$ cat src/rtl/cvd_pkg.sv
`default_nettype none
package cvd_pkg;

	// Result kinds
	localparam logic [2:0] KIND_VARINT  = 3'd0;
	localparam logic [2:0] KIND_LENGTH  = 3'd1;
	localparam logic [2:0] KIND_BYTE    = 3'd2;
	localparam logic [2:0] KIND_TRUNC   = 3'd3;
	localparam logic [2:0] KIND_TOOLONG = 3'd4;

	// Prefix bytes that announce a 2- or 4-byte value; anything above is 8 bytes
	localparam logic [7:0] PREFIX_U16 = 8'hFD;
	localparam logic [7:0] PREFIX_U32 = 8'hFE;

	localparam logic [16:0] SIZE_CAP = 17'h10000;

	// Configuration register indexes and reset values
	localparam int CFG_IDX_W = 1;
	localparam logic [CFG_IDX_W-1:0] CFG_FIELD_KIND = 1'b0;
	localparam logic [CFG_IDX_W-1:0] CFG_MAX_SIZE   = 1'b1;
	localparam logic        FIELD_KIND_RST = 1'b1;
	localparam logic [16:0] MAX_SIZE_RST   = 17'd256;

	localparam int QUEUE_DEPTH_DFLT = 2;

	typedef struct packed {
		logic [7:0] data_byte;
		logic       end_of_buffer;
	} in_item_t;

	typedef struct packed {
		logic [2:0]  kind;
		logic [63:0] value;
		logic [7:0]  payload_byte;
		logic        last;
	} out_item_t;

	// Compact event passed from the parser to the result stage
	typedef struct packed {
		logic [2:0]  kind;
		logic [63:0] data;
		logic        last;
	} op_t;

	typedef struct packed {
		logic        field_kind;
		logic [16:0] max_string_size;
	} cfg_t;

	typedef struct packed {
		logic full;
		logic empty;
	} q_status_t;

endpackage
`default_nettype wire

$ cat src/rtl/cvd_queue.sv
`default_nettype none
module cvd_queue #(
	parameter int DEPTH = cvd_pkg::QUEUE_DEPTH_DFLT
) (
	input  wire logic             clk,
	input  wire logic             arst_n,
	input  wire logic             push,
	input  wire cvd_pkg::op_t     push_op,
	input  wire logic             pop,
	output cvd_pkg::op_t          head,
	output cvd_pkg::q_status_t    status
);
	import cvd_pkg::*;

	localparam int PTR_W = (DEPTH > 1) ? $clog2(DEPTH) : 1;
	localparam int CNT_W = $clog2(DEPTH + 1);

	op_t              entry_q [DEPTH];
	logic [PTR_W-1:0] wptr_q;
	logic [PTR_W-1:0] rptr_q;
	logic [CNT_W-1:0] count_q;

	function automatic logic [PTR_W-1:0] ptr_inc(input logic [PTR_W-1:0] p);
		if (p == PTR_W'(DEPTH - 1)) begin
			ptr_inc = '0;
		end else begin
			ptr_inc = p + PTR_W'(1);
		end
	endfunction

	assign status.full  = (count_q == CNT_W'(DEPTH));
	assign status.empty = (count_q == '0);
	assign head         = entry_q[rptr_q];

	always_ff @(posedge clk or negedge arst_n) begin
		if (!arst_n) begin
			wptr_q  <= '0;
			rptr_q  <= '0;
			count_q <= '0;
		end else begin
			if (push) begin
				wptr_q <= ptr_inc(wptr_q);
			end
			if (pop) begin
				rptr_q <= ptr_inc(rptr_q);
			end
			if (push && !pop) begin
				count_q <= count_q + CNT_W'(1);
			end else if (pop && !push) begin
				count_q <= count_q - CNT_W'(1);
			end
		end
	end

	always_ff @(posedge clk) begin
		if (push) begin
			entry_q[wptr_q] <= push_op;
		end
	end

endmodule
`default_nettype wire

$ cat src/rtl/cvd_front.sv
`default_nettype none
module cvd_front (
	input  wire logic              clk,
	input  wire logic              arst_n,
	input  wire logic              accept,
	input  wire cvd_pkg::in_item_t item,
	input  wire cvd_pkg::cfg_t     cfg,
	output logic                   push,
	output cvd_pkg::op_t           push_op
);
	import cvd_pkg::*;

	localparam logic [1:0] PH_PREFIX  = 2'd0;
	localparam logic [1:0] PH_VALUE   = 2'd1;
	localparam logic [1:0] PH_PAYLOAD = 2'd2;

	logic [1:0]  phase_q,    phase_d;
	logic [3:0]  left_q,     left_d;
	logic [2:0]  shift_q,    shift_d;
	logic [63:0] acc_q,      acc_d;
	logic [15:0] pay_left_q, pay_left_d;

	logic [63:0] acc_in;
	logic [3:0]  left_dec;
	logic [15:0] pay_dec;
	logic        fin;
	logic [63:0] fin_v;
	logic [16:0] limit;
	logic        too_long;
	logic        emit;
	op_t         op;

	assign acc_in   = acc_q | ({56'd0, item.data_byte} << {shift_q, 3'b000});
	assign left_dec = left_q - 4'd1;
	assign pay_dec  = pay_left_q - 16'd1;
	assign fin_v    = (phase_q == PH_VALUE) ? acc_in : {56'd0, item.data_byte};
	assign limit    = (cfg.max_string_size > SIZE_CAP) ? SIZE_CAP : cfg.max_string_size;
	assign too_long = (|fin_v[63:17]) || (fin_v[16:0] >= limit);

	always_comb begin
		phase_d    = phase_q;
		left_d     = left_q;
		shift_d    = shift_q;
		acc_d      = acc_q;
		pay_left_d = pay_left_q;
		fin        = 1'b0;
		emit       = 1'b0;
		op         = '{kind: KIND_TRUNC, data: 64'd0, last: 1'b1};

		case (phase_q)
			PH_VALUE: begin
				acc_d   = acc_in;
				shift_d = shift_q + 3'd1;
				left_d  = left_dec;
				if (left_dec == 4'd0) begin
					fin = 1'b1;
				end else if (item.end_of_buffer) begin
					phase_d = PH_PREFIX;
					emit    = 1'b1;
				end
			end
			PH_PAYLOAD: begin
				pay_left_d = pay_dec;
				if (pay_dec == 16'd0) begin
					phase_d = PH_PREFIX;
					emit    = 1'b1;
					op      = '{kind: KIND_BYTE, data: {56'd0, item.data_byte}, last: 1'b1};
				end else if (item.end_of_buffer) begin
					phase_d = PH_PREFIX;
					emit    = 1'b1;
				end else begin
					emit = 1'b1;
					op   = '{kind: KIND_BYTE, data: {56'd0, item.data_byte}, last: 1'b0};
				end
			end
			default: begin
				if (item.data_byte < PREFIX_U16) begin
					fin = 1'b1;
				end else if (item.end_of_buffer) begin
					phase_d = PH_PREFIX;
					emit    = 1'b1;
				end else begin
					phase_d = PH_VALUE;
					shift_d = 3'd0;
					acc_d   = 64'd0;
					if (item.data_byte == PREFIX_U16) begin
						left_d = 4'd2;
					end else if (item.data_byte == PREFIX_U32) begin
						left_d = 4'd4;
					end else begin
						left_d = 4'd8;
					end
				end
			end
		endcase

		// Field value complete: classify against mode, size limit, zero length and end of buffer
		if (fin) begin
			phase_d = PH_PREFIX;
			emit    = 1'b1;
			if (!cfg.field_kind) begin
				op = '{kind: KIND_VARINT, data: fin_v, last: 1'b1};
			end else if (too_long) begin
				op = '{kind: KIND_TOOLONG, data: 64'd0, last: 1'b1};
			end else if (fin_v == 64'd0) begin
				op = '{kind: KIND_LENGTH, data: 64'd0, last: 1'b1};
			end else if (item.end_of_buffer) begin
				op = '{kind: KIND_TRUNC, data: 64'd0, last: 1'b1};
			end else begin
				phase_d    = PH_PAYLOAD;
				pay_left_d = fin_v[15:0];
				op         = '{kind: KIND_LENGTH, data: fin_v, last: 1'b0};
			end
		end

		// Leaving a field clears the field state
		if (phase_d == PH_PREFIX) begin
			left_d     = 4'd0;
			shift_d    = 3'd0;
			acc_d      = 64'd0;
			pay_left_d = 16'd0;
		end
	end

	assign push    = accept && emit;
	assign push_op = op;

	always_ff @(posedge clk or negedge arst_n) begin
		if (!arst_n) begin
			phase_q    <= PH_PREFIX;
			left_q     <= 4'd0;
			shift_q    <= 3'd0;
			acc_q      <= 64'd0;
			pay_left_q <= 16'd0;
		end else if (accept) begin
			phase_q    <= phase_d;
			left_q     <= left_d;
			shift_q    <= shift_d;
			acc_q      <= acc_d;
			pay_left_q <= pay_left_d;
		end
	end

endmodule
`default_nettype wire

$ cat src/rtl/cvd_back.sv
`default_nettype none
module cvd_back (
	input  wire logic               clk,
	input  wire logic               arst_n,
	input  wire cvd_pkg::op_t       head,
	input  wire logic               head_valid,
	output logic                    pop,
	output logic                    res_valid,
	input  wire logic               res_ready,
	output cvd_pkg::out_item_t      res_item
);
	import cvd_pkg::*;

	logic      valid_q;
	out_item_t item_q;
	out_item_t item_d;
	logic      is_value;

	assign is_value = (head.kind == KIND_VARINT) || (head.kind == KIND_LENGTH);

	// Expand the compact event into the result layout
	always_comb begin
		item_d.kind         = head.kind;
		item_d.value        = is_value ? head.data : 64'd0;
		item_d.payload_byte = (head.kind == KIND_BYTE) ? head.data[7:0] : 8'd0;
		item_d.last         = head.last;
	end

	assign pop       = head_valid && (!valid_q || res_ready);
	assign res_valid = valid_q;
	assign res_item  = item_q;

	always_ff @(posedge clk or negedge arst_n) begin
		if (!arst_n) begin
			valid_q <= 1'b0;
		end else if (pop) begin
			valid_q <= 1'b1;
		end else if (res_ready) begin
			valid_q <= 1'b0;
		end
	end

	always_ff @(posedge clk) begin
		if (pop) begin
			item_q <= item_d;
		end
	end

endmodule
`default_nettype wire

$ cat src/rtl/compactsize_varstr_decoder.sv
// Latency: the accepted byte causing a result writes an event into the event queue; the event
// then moves into the output register once it is free, raising res_valid until res_ready takes it.
// Throughput: one byte per cycle while the event queue is not full; the front stage parses each byte as it is accepted.
// A wide prefix and every value byte but the last produce nothing unless the byte ends the buffer (truncation).
// Reset: arst_n clears the parser state, the event queue and the output valid flag;
// field_kind resets to string mode and max_string_size to 256. No clearing pass is needed.
`default_nettype none
module compactsize_varstr_decoder #(
	parameter int QUEUE_DEPTH = cvd_pkg::QUEUE_DEPTH_DFLT
) (
	input  wire logic                              clk,
	input  wire logic                              arst_n,
	input  wire logic                              byte_valid,
	output logic                                   byte_ready,
	input  wire cvd_pkg::in_item_t                 byte_item,
	output logic                                   res_valid,
	input  wire logic                              res_ready,
	output cvd_pkg::out_item_t                     res_item,
	input  wire logic                              cfg_we,
	input  wire logic [cvd_pkg::CFG_IDX_W-1:0]     cfg_index,
	input  wire logic [16:0]                       cfg_data
);
	import cvd_pkg::*;

	cfg_t      cfg_q;
	logic      accept;
	logic      push;
	op_t       push_op;
	op_t       head;
	logic      pop;
	q_status_t q_status;

	// Configuration registers: the user must write them only while the decoder is idle; the block does not enforce it
	always_ff @(posedge clk or negedge arst_n) begin
		if (!arst_n) begin
			cfg_q.field_kind      <= FIELD_KIND_RST;
			cfg_q.max_string_size <= MAX_SIZE_RST;
		end else if (cfg_we) begin
			case (cfg_index)
				CFG_FIELD_KIND: cfg_q.field_kind      <= cfg_data[0];
				CFG_MAX_SIZE:   cfg_q.max_string_size <= cfg_data;
				default: ;
			endcase
		end
	end

	// Take a request whenever the event queue has room; every byte pushes
	// at most one event, so room for one is enough.
	assign byte_ready = !q_status.full;
	assign accept     = byte_valid && byte_ready;

	// Front: parse the byte stream, track phase, accumulate values and
	// classify complete fields into events
	cvd_front u_front (
		.clk     (clk),
		.arst_n  (arst_n),
		.accept  (accept),
		.item    (byte_item),
		.cfg     (cfg_q),
		.push    (push),
		.push_op (push_op)
	);

	// Queue: decouple the parser from output back-pressure
	cvd_queue #(
		.DEPTH (QUEUE_DEPTH)
	) u_queue (
		.clk     (clk),
		.arst_n  (arst_n),
		.push    (push),
		.push_op (push_op),
		.pop     (pop),
		.head    (head),
		.status  (q_status)
	);

	// Back: expand events into results and hold them until taken
	cvd_back u_back (
		.clk        (clk),
		.arst_n     (arst_n),
		.head       (head),
		.head_valid (!q_status.empty),
		.pop        (pop),
		.res_valid  (res_valid),
		.res_ready  (res_ready),
		.res_item   (res_item)
	);

`ifndef SYNTHESIS
	// Error results always close the field
	a_err_last: assert property (@(posedge clk) disable iff (!arst_n)
		res_valid && (res_item.kind == KIND_TRUNC || res_item.kind == KIND_TOOLONG)
		|-> res_item.last)
		else $error("error result without last");

	// Only value-carrying kinds report a nonzero value
	a_value_zero: assert property (@(posedge clk) disable iff (!arst_n)
		res_valid && res_item.kind != KIND_VARINT && res_item.kind != KIND_LENGTH
		|-> res_item.value == 64'd0)
		else $error("nonzero value on a result that carries none");

	// A queued event reaches the output as soon as the output is free
	a_drain: assert property (@(posedge clk) disable iff (!arst_n)
		!q_status.empty && (!res_valid || res_ready) |=> res_valid)
		else $error("queued event not moved to output");

	// A full queue never takes a push
	a_no_overflow: assert property (@(posedge clk) disable iff (!arst_n)
		q_status.full |-> !push)
		else $error("push into full queue");
`endif

endmodule
`default_nettype wire
$ cat config.mk
export PLATFORM = sky130hd
export DESIGN_NAME = compactsize_varstr_decoder
export DESIGN_NICKNAME = d
export VERILOG_FILES = /design/src/rtl/cvd_pkg.sv /design/src/rtl/cvd_queue.sv /design/src/rtl/cvd_front.sv /design/src/rtl/cvd_back.sv /design/src/rtl/compactsize_varstr_decoder.sv
export SDC_FILE = /design/constraint.sdc
export NUM_CORES = 1
export LEC_CHECK = 0
export ABC_AREA = 1
export BUFFER_PORTS_ARGS = -buffer_cell sky130_fd_sc_hd__buf_4
export CAP_MARGIN = 20
export CORE_MARGIN = 2
export CORE_UTILIZATION = 35
export DETAILED_ROUTE_END_ITERATION = 7
export GPL_ROUTABILITY_DRIVEN = 0
export HOLD_SLACK_MARGIN = 0.1
export PLACE_DENSITY_LB_ADDON = 0.15
export SYNTH_ARGS = -nofsm -noshare
export SYNTH_HDL_FRONTEND = slang
export SYNTH_SLANG_ARGS = --single-unit
$ cat constraint.sdc
create_clock -name clk -period 10.3 [get_ports clk]
set_clock_uncertainty 0.05 [all_clocks]
set_input_delay 1.545 -clock clk [delete_from_list [all_inputs] [get_ports clk]]
set_output_delay 1.545 -clock clk [all_outputs]
set_load 0.01 [all_outputs]
==> results of run 1 <==
==> power groups by stage <==
stage | registers [µW] | clock network (µW) | logic [µW]
6_report | 1950 | 1310 | 1550
5_1_grt | 1980 | 1410 | 1760
4_1_cts | 1950 | 1350 | 1570
3_5_place_dp | 1980 | 0 | 1560
3_3_place_gp | 1970 | 0 | 1560
2_1_floorplan | 2050 | 0 | 948
==> registers in the layout (all words and copies together) (netlist names) <==
name	flops
u_back.res_valid	1
u_front.left_q	4
u_front.pay_left_q	16
u_back.res_item	76
u_queue.wptr_q	1
u_front.phase_q	2
u_queue.rptr_q	1
u_queue.count_q	2
u_front.acc_q	64
u_queue.entry_q	136
u_front.shift_q	3
cfg_q	18
==> final timing paths <==
| check | slack, ns | cells past startpoint | start | end |
|---|---|---|---|---|
| worst max-delay path | 5.44 | 24 | u_front.phase_q[1] | u_front.acc_q[63] |
| worst max register to register | 5.44 | 24 | u_front.phase_q[1] | u_front.acc_q[63] |
| max in group asynchronous | 7.83 | 2 | arst_n | u_front.shift_q[2] |
| min in group asynchronous | 0.94 | 1 | arst_n | u_front.pay_left_q[4] |
| worst min-delay path | 0.42 | 2 | u_front.acc_q[46] | u_front.acc_q[46] |
| worst min register to register | 0.42 | 2 | u_front.acc_q[46] | u_front.acc_q[46] |
==> tightest hold or removal path, delay by kind of cell (launching register included) <==
| family | cells | cell delay [ns] |
|---|---|---|
| flops | 1 | 0.34 |
| simple gates | 2 | 0.10 |
==> final cells by class <==
| type | count | share of cell area, % |
|---|---|---|
| Sequential cell | 324 | 50.35 |
| Antenna cell | 1 | 0.01374 |
| Clock buffer | 49 | 5.502 |
| Clock inverter | 18 | 1.113 |
| Timing Repair Buffer | 122 | 5.138 |
| Tap cell | 592 | 4.066 |
| Inverter | 148 | 3.050 |
| Multi-Input combinational cell | 1150 | 30.76 |
==> through the flow <==
step,hold slack (ns),instances,setup WS (ns),instance area (µm²)
2_1_floorplan,0.3862,1712,3.676,15820
3_3_place_gp,0.3981,2335,5.053,16980
3_5_place_dp,0.4075,2335,4.970,16980
4_1_cts,0.4213,2402,5.416,18190
5_1_grt,0.4348,2404,5.004,18220
6_report,0.4189,2404,5.435,18220
==> cell families after synthesis <==
logic type | synth area share [%]
flip-flops | 57.96
multiplexers | 1.574
XOR/XNOR | 0.3875
adder cells (fa/ha/maj) | 1.977
buffers and inverters | 6.998
AO/OA/AOI/OAI | 6.745
AND/OR/NAND/NOR | 24.36
==> routing by layer <==
| layer | vias up | routed length (µm) | global-route usage, % |
|---|---|---|---|
| li1 | 5818 | - | - |
| met1 | 5842 | 19540 | 26.05 |
| met2 | 380 | 19040 | 27.95 |
| met3 | 73 | 2811 | 3.481 |
| met4 | 2 | 1261 | 6.096 |
| met5 | - | 10 | 0 |
==> cell usage after synthesis, drive strengths merged <==
cell type,number
dfrtp,110
ha,25
nor2,168
mux2i,8
o21a,1
edfxtp,212
buf,52
clkinv,1
mux2,15
clkbuf,38
or2,3
and2,1
nand3,104
a31oi,2
o21ai,84
xor2,4
o22ai,8
a21oi,83
xnor2,3
o21bai,17
nor3,5
dfstp,2
o211ai,1
inv,147
nor4,4
nand3b,35
nand4,35
nand2,544
==> summary by stage, run 1 <==
Clocking
The number of resized instances in the post-cts repair step is 0. The number of clock buffers added by TritonCTS is 37. The number of clock sinks seen by CTS is 324. The clock tree synthesis step divided the H-tree into 2 levels. The clock tree from TritonCTS is done. After clock tree synthesis, the setup repair step added 0 buffers. After clock tree synthesis, the clock-pin slew on the worst setup and hold paths is 0.06 ns. The hold buffer count at cts is 0. The clock insertion delay at the later pin of the skew report is 0.56 ns. The buffer type at the clock tree root is sky130_fd_sc_hd__clkbuf_16. The worst-case clock buffer depth is 3.

Flow run
Max-cap violations in this run came to 0.

Timing
The max-slew headroom at the worst pin is 32.40%. For the pin with the worst max-slew slack, the measured transition is 1.013 ns. The final hold violation count is 0. The final-layout setup total negative slack is 0 ns. The highest clock rate is 205.6 MHz. The final critical path takes up 47.23% of the cycle. Setup repair after global routing left no endpoint under its margin.

The worst path needs 4.865 ns of the cycle, external delays included. Setup violations remaining at the end of the flow were counted as 0. The final max-slew violation count was 0.

Placement
The total of buffers placed on input and output ports is 109. Summed over all nets, the half-perimeter wirelength after detailed placement is 28,060 µm.

Route
In this run the remaining antenna-violating nets after routing total 0. The number of detailed-route iterations in the first pass is 6. The total number of vias is 12,120. Using the TritonRoute via totals, the vias-per-cell ratio works out to 5.040.

After detailed routing, the number of remaining DRC violations is 0. The initial detailed-routing violation count is 1,011. After detailed routing, the average wire length per cell comes to 17.75 µm.

The routed design has 42,670 µm of wire.

Final layout
The number of filler cells placed in the layout is 4,318. The layout-stage area growth over the synthesis result is 15.13%. The net count of the finished layout is 1,840.

The commonest non-fill, non-tap cell in the layout is sky130_fd_sc_hd__nand2_1. At the end of the flow the core is filled with cells to 41.01%. The library cells used most frequently in the layout, excluding fill and tap cells, are 529 x sky130_fd_sc_hd__nand2_1, 212 x sky130_fd_sc_hd__edfxtp_1, 158 x sky130_fd_sc_hd__nor2_1. The register cell area after layout is 0.009173 mm². The post-route netlist has 13.03% of its cells at a drive strength greater than 1.

Summing all multi-input logic gate instances after layout gives 0.005604 mm².

Critical path
Among all stages on the critical path, the largest delay is contributed by sky130_fd_sc_hd__ha_4. The worst setup path is launched from a register. By instance count, the cell type seen most on the critical path is sky130_fd_sc_hd__nand2_1.

The maximum fanout along the worst path is 73. The family with the most delay on the worst path is simple AND/OR/NAND/NOR gates. The worst setup path is captured at a register. Walking the worst path, the cells encountered are inv_1 > ha_4 > inv_2 > nand2_1 > nand2_1 > inv_1 > ha_1 > nand2_1 > inv_1 > o21ai_0 > nand3_1 > nand2_1 > nand2_1 > nand2_1 > nand3_1 > nor2_1 > nand2_2 > nor2_4 > nand2_4 > nand2_4 > o21bai_4 > nand2_4 > nand2_1 > nand2_1.

The worst setup path is of the reg -> reg kind. The critical path contains buffers and inverters numbering 4 combined. The data required time at the worst endpoint is 10.74 ns. Data arrives at the worst endpoint at 5.31 ns.

The biggest cell delay along the critical path is 0.72 ns.

Synth
The post-synthesis instance area is 0.01582 mm². Synthesis inferred 324 register bits. The mean cell area of the mapped netlist is 9.242 µm². The cell count after synthesis came out at 1,712.

The sequential share of the synthesized area is 57.96%. Yosys printed 0 warnings. The number of distinct library cell variants in the gate-level netlist after synthesis is 42. In the post-synthesis netlist, the biggest area contributors are sky130_fd_sc_hd__edfxtp_1 40%, sky130_fd_sc_hd__dfrtp_1 17%, sky130_fd_sc_hd__nand2_1 13%, sky130_fd_sc_hd__nor2_1 3.8%, sky130_fd_sc_hd__inv_1 3.3%.

The share of Yosys cell area claimed by the top area cell type is 40.23%. The post-synth net total is 1,769. The largest total area in the synthesized netlist belongs to sky130_fd_sc_hd__edfxtp_1.

Floorplan
The floorplan die width is 216.6 µm. The core footprint is 0.04441 mm². The number of top-level pins is 110. The die covers 0.04692 mm². For this configuration, the core starts out at a cell density of 35.63%. The die is 216.6 µm tall. After floorplanning, the core was divided into 77 placement rows.

Power
Net switching is 35.54% of the power. The combinational power share is 32.2%. The cell-internal power is 3104 µW. Power spread over the standard cell area amounts to 264.4 mW/mm².

The maximum vdd drop is 0.1708 mV. The portion of total power attributed to sequential cells is 40.5%. The reported net switching power is 1712 µW. The clock group share of total power is 27.3%. Summed over all cells, the static leakage comes to 0.008144 µW. The design draws 4816 µW.

Global route
The total global routing overflow is 0. The number of antenna violations at the first check in global routing is 2. The global-route total usage across every layer is 18.27%. Entering global routing, the biggest net connects 82 pins. The number of global-route vias before repair is 11,630. The first-pass GRT wire length is 67,120 µm.

Min path
The path class of the tightest hold or removal check is reg -> reg.

Status
The flow ran to the end, and the final reports show no timing, DRC or antenna violations.
(Power assumes the default switching activity.)
==> run 2: changes to the inputs <==
--- a/config.mk
+++ b/config.mk
@@ -5,7 +5,7 @@
 export SDC_FILE = /design/constraint.sdc
 export NUM_CORES = 1
 export LEC_CHECK = 0
-export ABC_AREA = 1
+export ABC_AREA = 0
 export BUFFER_PORTS_ARGS = -buffer_cell sky130_fd_sc_hd__buf_4
 export CAP_MARGIN = 20
 export CORE_MARGIN = 2
==> constraint.sdc (replaced) <==
create_clock -name clk -period 4.6 [get_ports clk]
set_clock_uncertainty 0.05 [all_clocks]
set_input_delay 0.69 -clock clk [delete_from_list [all_inputs] [get_ports clk]]
set_output_delay 0.69 -clock clk [all_outputs]
set_load 0.01 [all_outputs]
==> run 2 against run 1 <==
  * Sequential cell count unchanged
  * Non-clock buffer count is 44 higher
  * Count of clock-buffer cells in the layout down 1
  * Final cell count shrank 22%
  * Critical path type unchanged
  * Design area down 3.2%
  * First-iteration DRC count is 32% lower
  * Core utilization increased by 1.2 points
  * Maximum frequency is 9.9% higher
==> summary by stage, run 2 <==
Status
The run finished with clean final reports.

Floorplan
The core footprint is 0.04176 mm² (-6.0%). The full die area is 0.04374 mm² (-6.8%). The initial core utilization was 35.27% (-0.36 points). The floorplan die width is 209.1 µm (-3.5%).

The number of top-level pins is 110 (unchanged). The row count came to 75 (-2.6%). The vertical die dimension was 209.1 µm (-3.5%).

Synth
The post-synthesis sequential element count was 324 (unchanged). The number of flops mapped to enable cells by yosys is 212 (unchanged). The number of distinct library cell variants in the gate-level netlist after synthesis came to 72 (+71%).

The post-synthesis instance area is 0.01473 mm² (-6.9%). The total number of yosys warnings is 0 (unchanged). The cell type with the largest total area after synthesis is sky130_fd_sc_hd__edfxtp_1. The fraction of synthesis flops using an asynchronous set or reset pin is 34.57% (unchanged). The mean cell area of the mapped netlist is 12.46 µm² (+35%). Counting instances in the post-synthesis netlist gives the leading cell types as 212 x sky130_fd_sc_hd__edfxtp_1, 152 x sky130_fd_sc_hd__nor2_1, 110 x sky130_fd_sc_hd__dfrtp_1. The sequential share of the synthesized area is 62.27% (+4.3 points). The count of mapped cells out of synthesis is 1,182 (-31%). The most common flop cell mapped by yosys is sky130_fd_sc_hd__edfxtp_1.

The post-synth net total came to 1,239 (-30%). Yosys attributes the largest share of cell area to sky130_fd_sc_hd__edfxtp_1 43%, sky130_fd_sc_hd__dfrtp_1 19%, sky130_fd_sc_hd__mux2i_1 4.4%, sky130_fd_sc_hd__nor2_1 3.9%, sky130_fd_sc_hd__o2bb2ai_1 3.2%. The share of Yosys cell area claimed by the top area cell type is 43.22% (+3.0 points).

The most common cell in the synthesized netlist is sky130_fd_sc_hd__edfxtp_1.

Flow run
The max-cap violation count came to 0 (unchanged).

Final layout
The final net count is 1,360 (-26%). The area taken by multi-input logic gates is 0.005057 mm² (-9.8%). The fraction of layout instances using a drive strength above 1 was 19.82% (+6.8 points). The layout-stage area growth over the synthesis result is 19.79%. The post-route cell area came to 0.01764 mm² (-3.2%). The flip-flop count of the largest register, all copies and words added is 136 (unchanged). The count of antenna diodes in the layout is 0 (-1). The utilization after layout is 42.25% (+1.2 points).

The commonest non-fill, non-tap cell in the layout is sky130_fd_sc_hd__edfxtp_1. The top cell types in the final layout, fill and taps aside, are 212 x sky130_fd_sc_hd__edfxtp_1, 156 x sky130_fd_sc_hd__buf_4, 151 x sky130_fd_sc_hd__nor2_1. The register with the most flip-flops in the final layout is u_queue.entry_q. The register cell area after layout came to 0.009175 mm² (about the same).

The number of filler cells placed in the layout was 3,947 (-8.6%).

Clocking
The clock tree from TritonCTS is done. The hold buffer count at cts is 0 (unchanged). The number of post-CTS setup repair buffers was 0 (unchanged). The post-CTS clock slew at the launch and capture registers of the worst setup and hold paths is 0.06 ns (about the same). The number of buffers added by the clock tree synthesis step came to 38 (+2.7%).

The number of levels the H-tree was split into is 2 (unchanged). The clock insertion delay at the later pin of the skew report is 0.54 ns (-0.02 ns). The worst-case clock buffer depth was 3 (unchanged). The number of clock sinks seen by CTS is 324 (unchanged). The number of resized instances in the post-cts repair step came to 0 (unchanged). The buffer type at the clock tree root is sky130_fd_sc_hd__clkbuf_16.

Route
The initial detailed-routing violation count is 691 (-32%). The post-detailed-route count of antenna-violating nets is 0 (unchanged). The number of detailed-route iterations in the first pass is 5 (-1). The routed length per instance is 20.44 µm (+15%).

The DRC violation count after routing is 0 (unchanged). The per-cell via count in the routed design is 5.333 (+5.8%). The routed wire length is 38,230 µm (-10%).

The total number of vias is 9,978 (-18%).

Power
The total power density per cell area was 546.3 mW/mm² (+110%). The switching share of power came to 30.29% (-5.3 points). The overall power after layout was 9637 µW (+100%). The maximum vdd drop was 0.2403 mV (+41%). The portion of total power attributed to sequential cells is 44.1% (+3.6 points). The cell-internal power is 6718 µW (+120%).

The combinational power share is 25.0% (-7.2 points). The clock group share of total power was 30.8% (+3.5 points). The leakage power summed over all cells was 0.007097 µW (-13%).

The reported net switching power is 2919 µW (+71%).

Timing
The max-slew headroom at the worst pin is 37.34% (+4.9 points). The final hold violation count is 0 (unchanged). Setup repair after global routing left no endpoint under its margin. The final-layout setup total negative slack was 0 ns (unchanged). The final max-slew violation count is 0 (unchanged).

The transition at the pin with the smallest max-transition slack is 0.9399 ns (-0.07297 ns). The highest clock rate is 225.8 MHz (+9.9%). The clock period minus final worst setup slack came to 4.428 ns (-0.4369 ns). The number of setup violations in the final report was 0 (unchanged).

The share of the clock period used by the worst path after layout is 96.26% (+49 points). The worst hold slack is 0.1449 ns (-0.2740 ns).

Global route
The number of antenna violations at the first check in global routing is 0 (-2). The total global routing overflow was 0 (unchanged). The first-pass GRT wire length came to 60,410 µm (-10%).

The global-route total usage across every layer is 17.85% (-0.42 points). The pin count of the biggest net entering global routing came to 77 (-6.1%). The number of global-route vias before repair is 9,956 (-14%).

Critical path
The startpoint of the lowest-slack register-to-register path is u_front.shift_q[1]. The arrival time at the worst endpoint is 4.64 ns (-0.67 ns). Tracing the worst setup path back leads to its startpoint at u_front.shift_q[1]. The startpoint type of the worst setup path is a register. The worst setup path is captured at a register. The start-to-end type of the worst setup path is reg -> reg. The maximum fanout along the worst path came to 12 (-84%). The data required time at the worst endpoint was 4.81 ns (-5.93 ns).

Placement
The cell area reported after detailed placement is 0.01641 mm² (-3.4%). The total of buffers placed on input and output ports is 109 (unchanged). The total half-perimeter wirelength after legalization and detailed placement was 24,680 µm (-12%).

Min path
In this run the worst hold path is classified as in -> async.
==> run 2: cell count changes after synthesis, sizes merged, moves of 25 or more <==
cell / delta
nand3: -97
a21oi: -58
nand2: -484
nor4bb: +25
inv: -112
o2bb2ai: +56
mux2i: +57
nand3b: -33
==> run 2: path summary, 6_finish.rpt <==
| kind | to | slack, ns | cells after the start |
|---|---|---|---|
| worst min-delay path | cfg_q[0] | 0.14 | 1 |
| worst max-delay path | u_queue.entry_q[0][1] | 0.17 | 13 |
| worst min register to register | u_front.acc_q[34] | 0.43 | 1 |
| worst max register to register | u_queue.entry_q[0][1] | 0.17 | 13 |
| max in group asynchronous | u_front.acc_q[32] | 3.53 | 2 |
| min in group clk | cfg_q[1] | 0.33 | 2 |
==> run 2: per-stage QoR <==
step	cells	worst slack (ns)
2_1_floorplan	1182	0.3508
3_3_place_gp	1802	0.3326
3_5_place_dp	1802	0.2591
4_1_cts	1871	0.2840
5_1_grt	1871	0.06916
6_report	1871	0.1721
==> run 2: per-layer routing <==
layer  vias up  share of wire, %  global-route usage, %  wire length (µm)
met2       242                44                  26.49             16840
li1       4714                 -                      -                 -
met1      4976                50                  26.89             19060
met4         0               1.6                  4.360               615
met5         -                 0                      0                 0
met3        46               4.5                  3.336              1712
==> run 2: area by class of cell <==
type                       count  area share, %
sequential                   324          52.01
multi-input combinational    738          28.67
timing repair buffer         166          7.773
clock buffer                  48          5.957
tap                          539          3.823
clock inverter                21          1.021
inverter                      35         0.7518
==> run 2: critical path: stages (launching register included) <==
cell and delay (ns):
sky130_fd_sc_hd__dfrtp_1 0.54, sky130_fd_sc_hd__buf_4 0.28, sky130_fd_sc_hd__nor4bb_1 0.36, sky130_fd_sc_hd__o21ai_0 0.16, sky130_fd_sc_hd__inv_1 0.09, sky130_fd_sc_hd__ha_1 0.25
sky130_fd_sc_hd__and4_1 0.22, sky130_fd_sc_hd__a221oi_1 0.25, sky130_fd_sc_hd__o211a_1 0.20, sky130_fd_sc_hd__o22ai_1 0.11, sky130_fd_sc_hd__or4_1 0.59, sky130_fd_sc_hd__nor3_1 0.33
sky130_fd_sc_hd__o21ai_4 0.17, sky130_fd_sc_hd__o21ai_0 0.52
==> run 2: power by group through the flow <==
stage	combinational (µW)	clock [µW]	sequential (µW)
floorplan	1330	0	4380
global placement	2470	0	4300
detailed placement	2470	0	4320
CTS	2480	3070	4270
global route	2670	3190	4330
finish	2410	2970	4250
==> run 2: cell families after synthesis <==
group	synth area share [%]
buffers and inverters	3.543
adder cells (fa/ha/maj)	2.124
multiplexers	6.100
XOR/XNOR	0.5947
AND/OR/NAND/NOR	12.80
AO/OA/AOI/OAI	12.57
flip-flops	62.27
==> run 3: changes to the inputs <==
--- a/config.mk
+++ b/config.mk
@@ -9,7 +9,7 @@
 export BUFFER_PORTS_ARGS = -buffer_cell sky130_fd_sc_hd__buf_4
 export CAP_MARGIN = 20
 export CORE_MARGIN = 2
-export CORE_UTILIZATION = 35
+export CORE_UTILIZATION = 60
 export DETAILED_ROUTE_END_ITERATION = 7
 export GPL_ROUTABILITY_DRIVEN = 0
 export HOLD_SLACK_MARGIN = 0.1
==> run 3 against run 2 <==
  * Global-route usage increased by 7.8 points
  * Hold slack improved by 0.15 ns
  * Via count increased by 0.15%
  * Design area decreased by 2.9%
  * Core utilization increased by 29 points
  * Sequential share of layout area increased by 1.6 points
  * Worst setup slack improved by 0.088 ns
  * Combinational power decreased by 4%
==> summary by stage, run 3 (synthesis gave the netlist of run 2 again) <==
Route
The initial detailed-routing violation count was 1,233 (+78%). The post-detailed-route count of antenna-violating nets was 0 (unchanged). The number of detailed-route iterations in the first pass came to 5 (unchanged). The DRC violation count after routing is 0 (unchanged). The routed length per instance is 19.94 µm (-2.4%). The per-cell via count in the routed design is 6.082 (+14%). The total number of vias is 9,993 (+0.15%). The routed wire length is 32,760 µm (-14%).

Clocking
The worst-case clock buffer depth was 3 (unchanged). The number of clock sinks seen by CTS came to 324 (unchanged). The root buffer cell chosen for the clock tree is sky130_fd_sc_hd__clkbuf_16. The number of buffers added by the clock tree synthesis step is 34 (-11%). TritonCTS built the clock tree.

The number of levels the H-tree was split into is 2 (unchanged). The post-CTS clock slew at the launch and capture registers of the worst setup and hold paths is 0.06 ns (about the same). The hold buffer count at cts is 0 (unchanged). The number of resized instances in the post-cts repair step is 0 (unchanged). The clock insertion delay at the later pin of the skew report is 0.51 ns (-0.03 ns). The number of post-CTS setup repair buffers was 0 (unchanged).

Final layout
The count of antenna diodes in the layout is 0 (unchanged). Leaving out fill and tap cells, the most frequent cells in the layout are 212 x sky130_fd_sc_hd__edfxtp_1, 159 x sky130_fd_sc_hd__buf_4, 151 x sky130_fd_sc_hd__nor2_1. The final net count came to 1,351 (-0.66%). The fraction of layout instances using a drive strength above 1 was 19.56% (-0.26 points). The number of filler cells placed in the layout is 1,712 (-57%).

The register containing the most flip-flops in the final layout is u_queue.entry_q. The flip-flop count of the largest register, all copies and words added was 136 (unchanged). The commonest non-fill, non-tap cell in the layout is sky130_fd_sc_hd__edfxtp_1. The layout-stage area growth over the synthesis result is 16.30%.

Timing
The final-layout setup total negative slack is 0 ns (unchanged). The max-slew headroom at the worst pin is 31.79% (-5.6 points). The final max-slew violation count was 0 (unchanged). The clock period minus final worst setup slack was 4.340 ns (-0.08799 ns). The share of the clock period used by the worst path after layout is 94.35% (-1.9 points). Setup repair after global routing left no endpoint under its margin. The number of setup violations in the final report is 0 (unchanged).

The transition at the pin with the smallest max-transition slack came to 1.023 ns (+0.08332 ns). The final hold violation count was 0 (unchanged). The highest clock rate is 230.4 MHz (+2.0%).

Critical path
The critical-path cell with the highest stage delay is sky130_fd_sc_hd__or4_1. The signal on the critical path passes through inv_1 > ha_2 > buf_4 > a22oi_1 > inv_1 > ha_1 > a21o_1 > a221oi_1 > o211a_1 > o22ai_1 > or4_1 > nor3_1 > o21ai_4 > buf_4 > nor2_1. The arrival time at the worst endpoint is 4.61 ns (-0.03 ns). The biggest cell delay along the critical path is 0.61 ns (+0.02 ns). The maximum fanout along the worst path was 46 (+34). The category of the worst setup path capture point is a register.

STA classifies the critical path startpoint as a register. The start-to-end type of the worst setup path is reg -> reg. The data required time at the worst endpoint is 4.87 ns (+0.06 ns).

Floorplan
The initial core utilization is 60.92% (+26 points). The floorplan die width came to 160.7 µm (-23%). The vertical die dimension is 160.7 µm (-23%). The core footprint is 0.02418 mm² (-42%). The row count came to 57 (-24%). The full die area is 0.02582 mm² (-41%). The number of top-level pins was 110 (unchanged).

Global route
The global-route total usage across every layer is 25.69% (+7.8 points). The pin count of the biggest net entering global routing is 76 (-1.3%). The first-pass GRT wire length is 52,520 µm (-13%). The number of antenna violations at the first check in global routing is 0 (unchanged). The total global routing overflow was 0 (unchanged). The number of global-route vias before repair is 9,454 (-5.0%).

Power
The overall power after layout is 9280 µW (-3.7%). The leakage power summed over all cells was 0.006989 µW (-1.5%). The total power density per cell area is 541.8 mW/mm² (-0.82%). The maximum vdd drop is 0.3909 mV (+63%).

Status
The run finished with clean final reports.

Placement
The total of buffers placed on input and output ports is 109 (unchanged). The total half-perimeter wirelength after legalization and detailed placement is 20,970 µm (-15%).

Min path
The path class of the tightest hold or removal check is in -> async.

Flow run
The max-cap violation count is 0 (unchanged).
-- run 3: changes by cell type in the layout (fill, tap and decap cells not counted) --
| cell | before | now |
|---|---|---|
| sky130_fd_sc_hd__clkinv_1 | 8 | 0 |
| sky130_fd_sc_hd__clkbuf_8 | 2 | 4 |
| sky130_fd_sc_hd__buf_4 | 156 | 159 |
| sky130_fd_sc_hd__clkinv_2 | 8 | 6 |
| sky130_fd_sc_hd__buf_12 | 10 | 2 |
| sky130_fd_sc_hd__inv_6 | 1 | 2 |
| sky130_fd_sc_hd__clkinvlp_4 | 1 | 3 |
| sky130_fd_sc_hd__inv_2 | 1 | 2 |
| sky130_fd_sc_hd__clkbuf_1 | 6 | 7 |
| sky130_fd_sc_hd__clkbuf_16 | 40 | 35 |
-- run 3: worst paths after layout --
check                                   start  cells after the start                      to  slack, ns
hold / removal                         arst_n                      1   u_front.pay_left_q[7]       0.30
setup / recovery           u_front.phase_q[1]                     15  u_queue.entry_q[1][11]       0.26
setup reg to reg           u_front.phase_q[1]                     15  u_queue.entry_q[1][11]       0.26
hold reg to reg             u_front.acc_q[34]                      1       u_front.acc_q[34]       0.44
max in group asynchronous              arst_n                      2       u_front.acc_q[57]       3.28
min in group clk                  cfg_data[2]                      2                cfg_q[2]       0.37
-- run 3: worst max-delay path: cells and delay by family (launching register included) --
kind | cells | cell delay (ns)
flip-flops | 1 | 0.38
AO/OA/AOI/OAI | 6 | 1.31
buffers and inverters | 4 | 0.70
adder cells (fa/ha/maj) | 2 | 0.50
AND/OR/NAND/NOR | 3 | 1.19
-- run 3: layout make-up --
type,instances,area (µm²),share of cell area [%]
clock buffer,46,957.2,5.588
tap,324,405.4,2.367
sequential,324,9175,53.56
timing repair buffer,161,1234,7.202
multi-input combinational,738,5057,29.53
clock inverter,15,168.9,0.9861
inverter,35,131.4,0.7670
-- run 3: layer usage --
metal	global-route usage [%]	vias up	share of wire [%]
li1	-	4698	-
met1	38.95	4849	44
met2	37.64	401	45
met3	6.353	45	9.4
met4	6.552	0	1.8
met5	0	-	0
-- run 3: power by group --
group,switching [µW],internal [µW]
sequential,248,3970
clock,1100,1640
combinational,1390,928
-- run 3: per-stage QoR --
| stage | util (%) | std cells | setup WS (ns) | instance area, µm² | hold WS (ns) |
|---|---|---|---|---|---|
| 3_5_place_dp | 66.19 | 1582 | 0.3170 | 16000 | 0.4186 |
| 3_3_place_gp | 66.19 | 1582 | 0.4460 | 16000 | 0.4157 |
| 4_1_cts | 70.85 | 1643 | 0.3286 | 17130 | 0.3491 |
| 2_1_floorplan | - | 1182 | 0.3508 | 14730 | 0.3444 |
| 5_1_grt | 70.85 | 1643 | 0.02926 | 17130 | 0.3502 |
| 6_report | 70.85 | 1643 | 0.2601 | 17130 | 0.2955 |
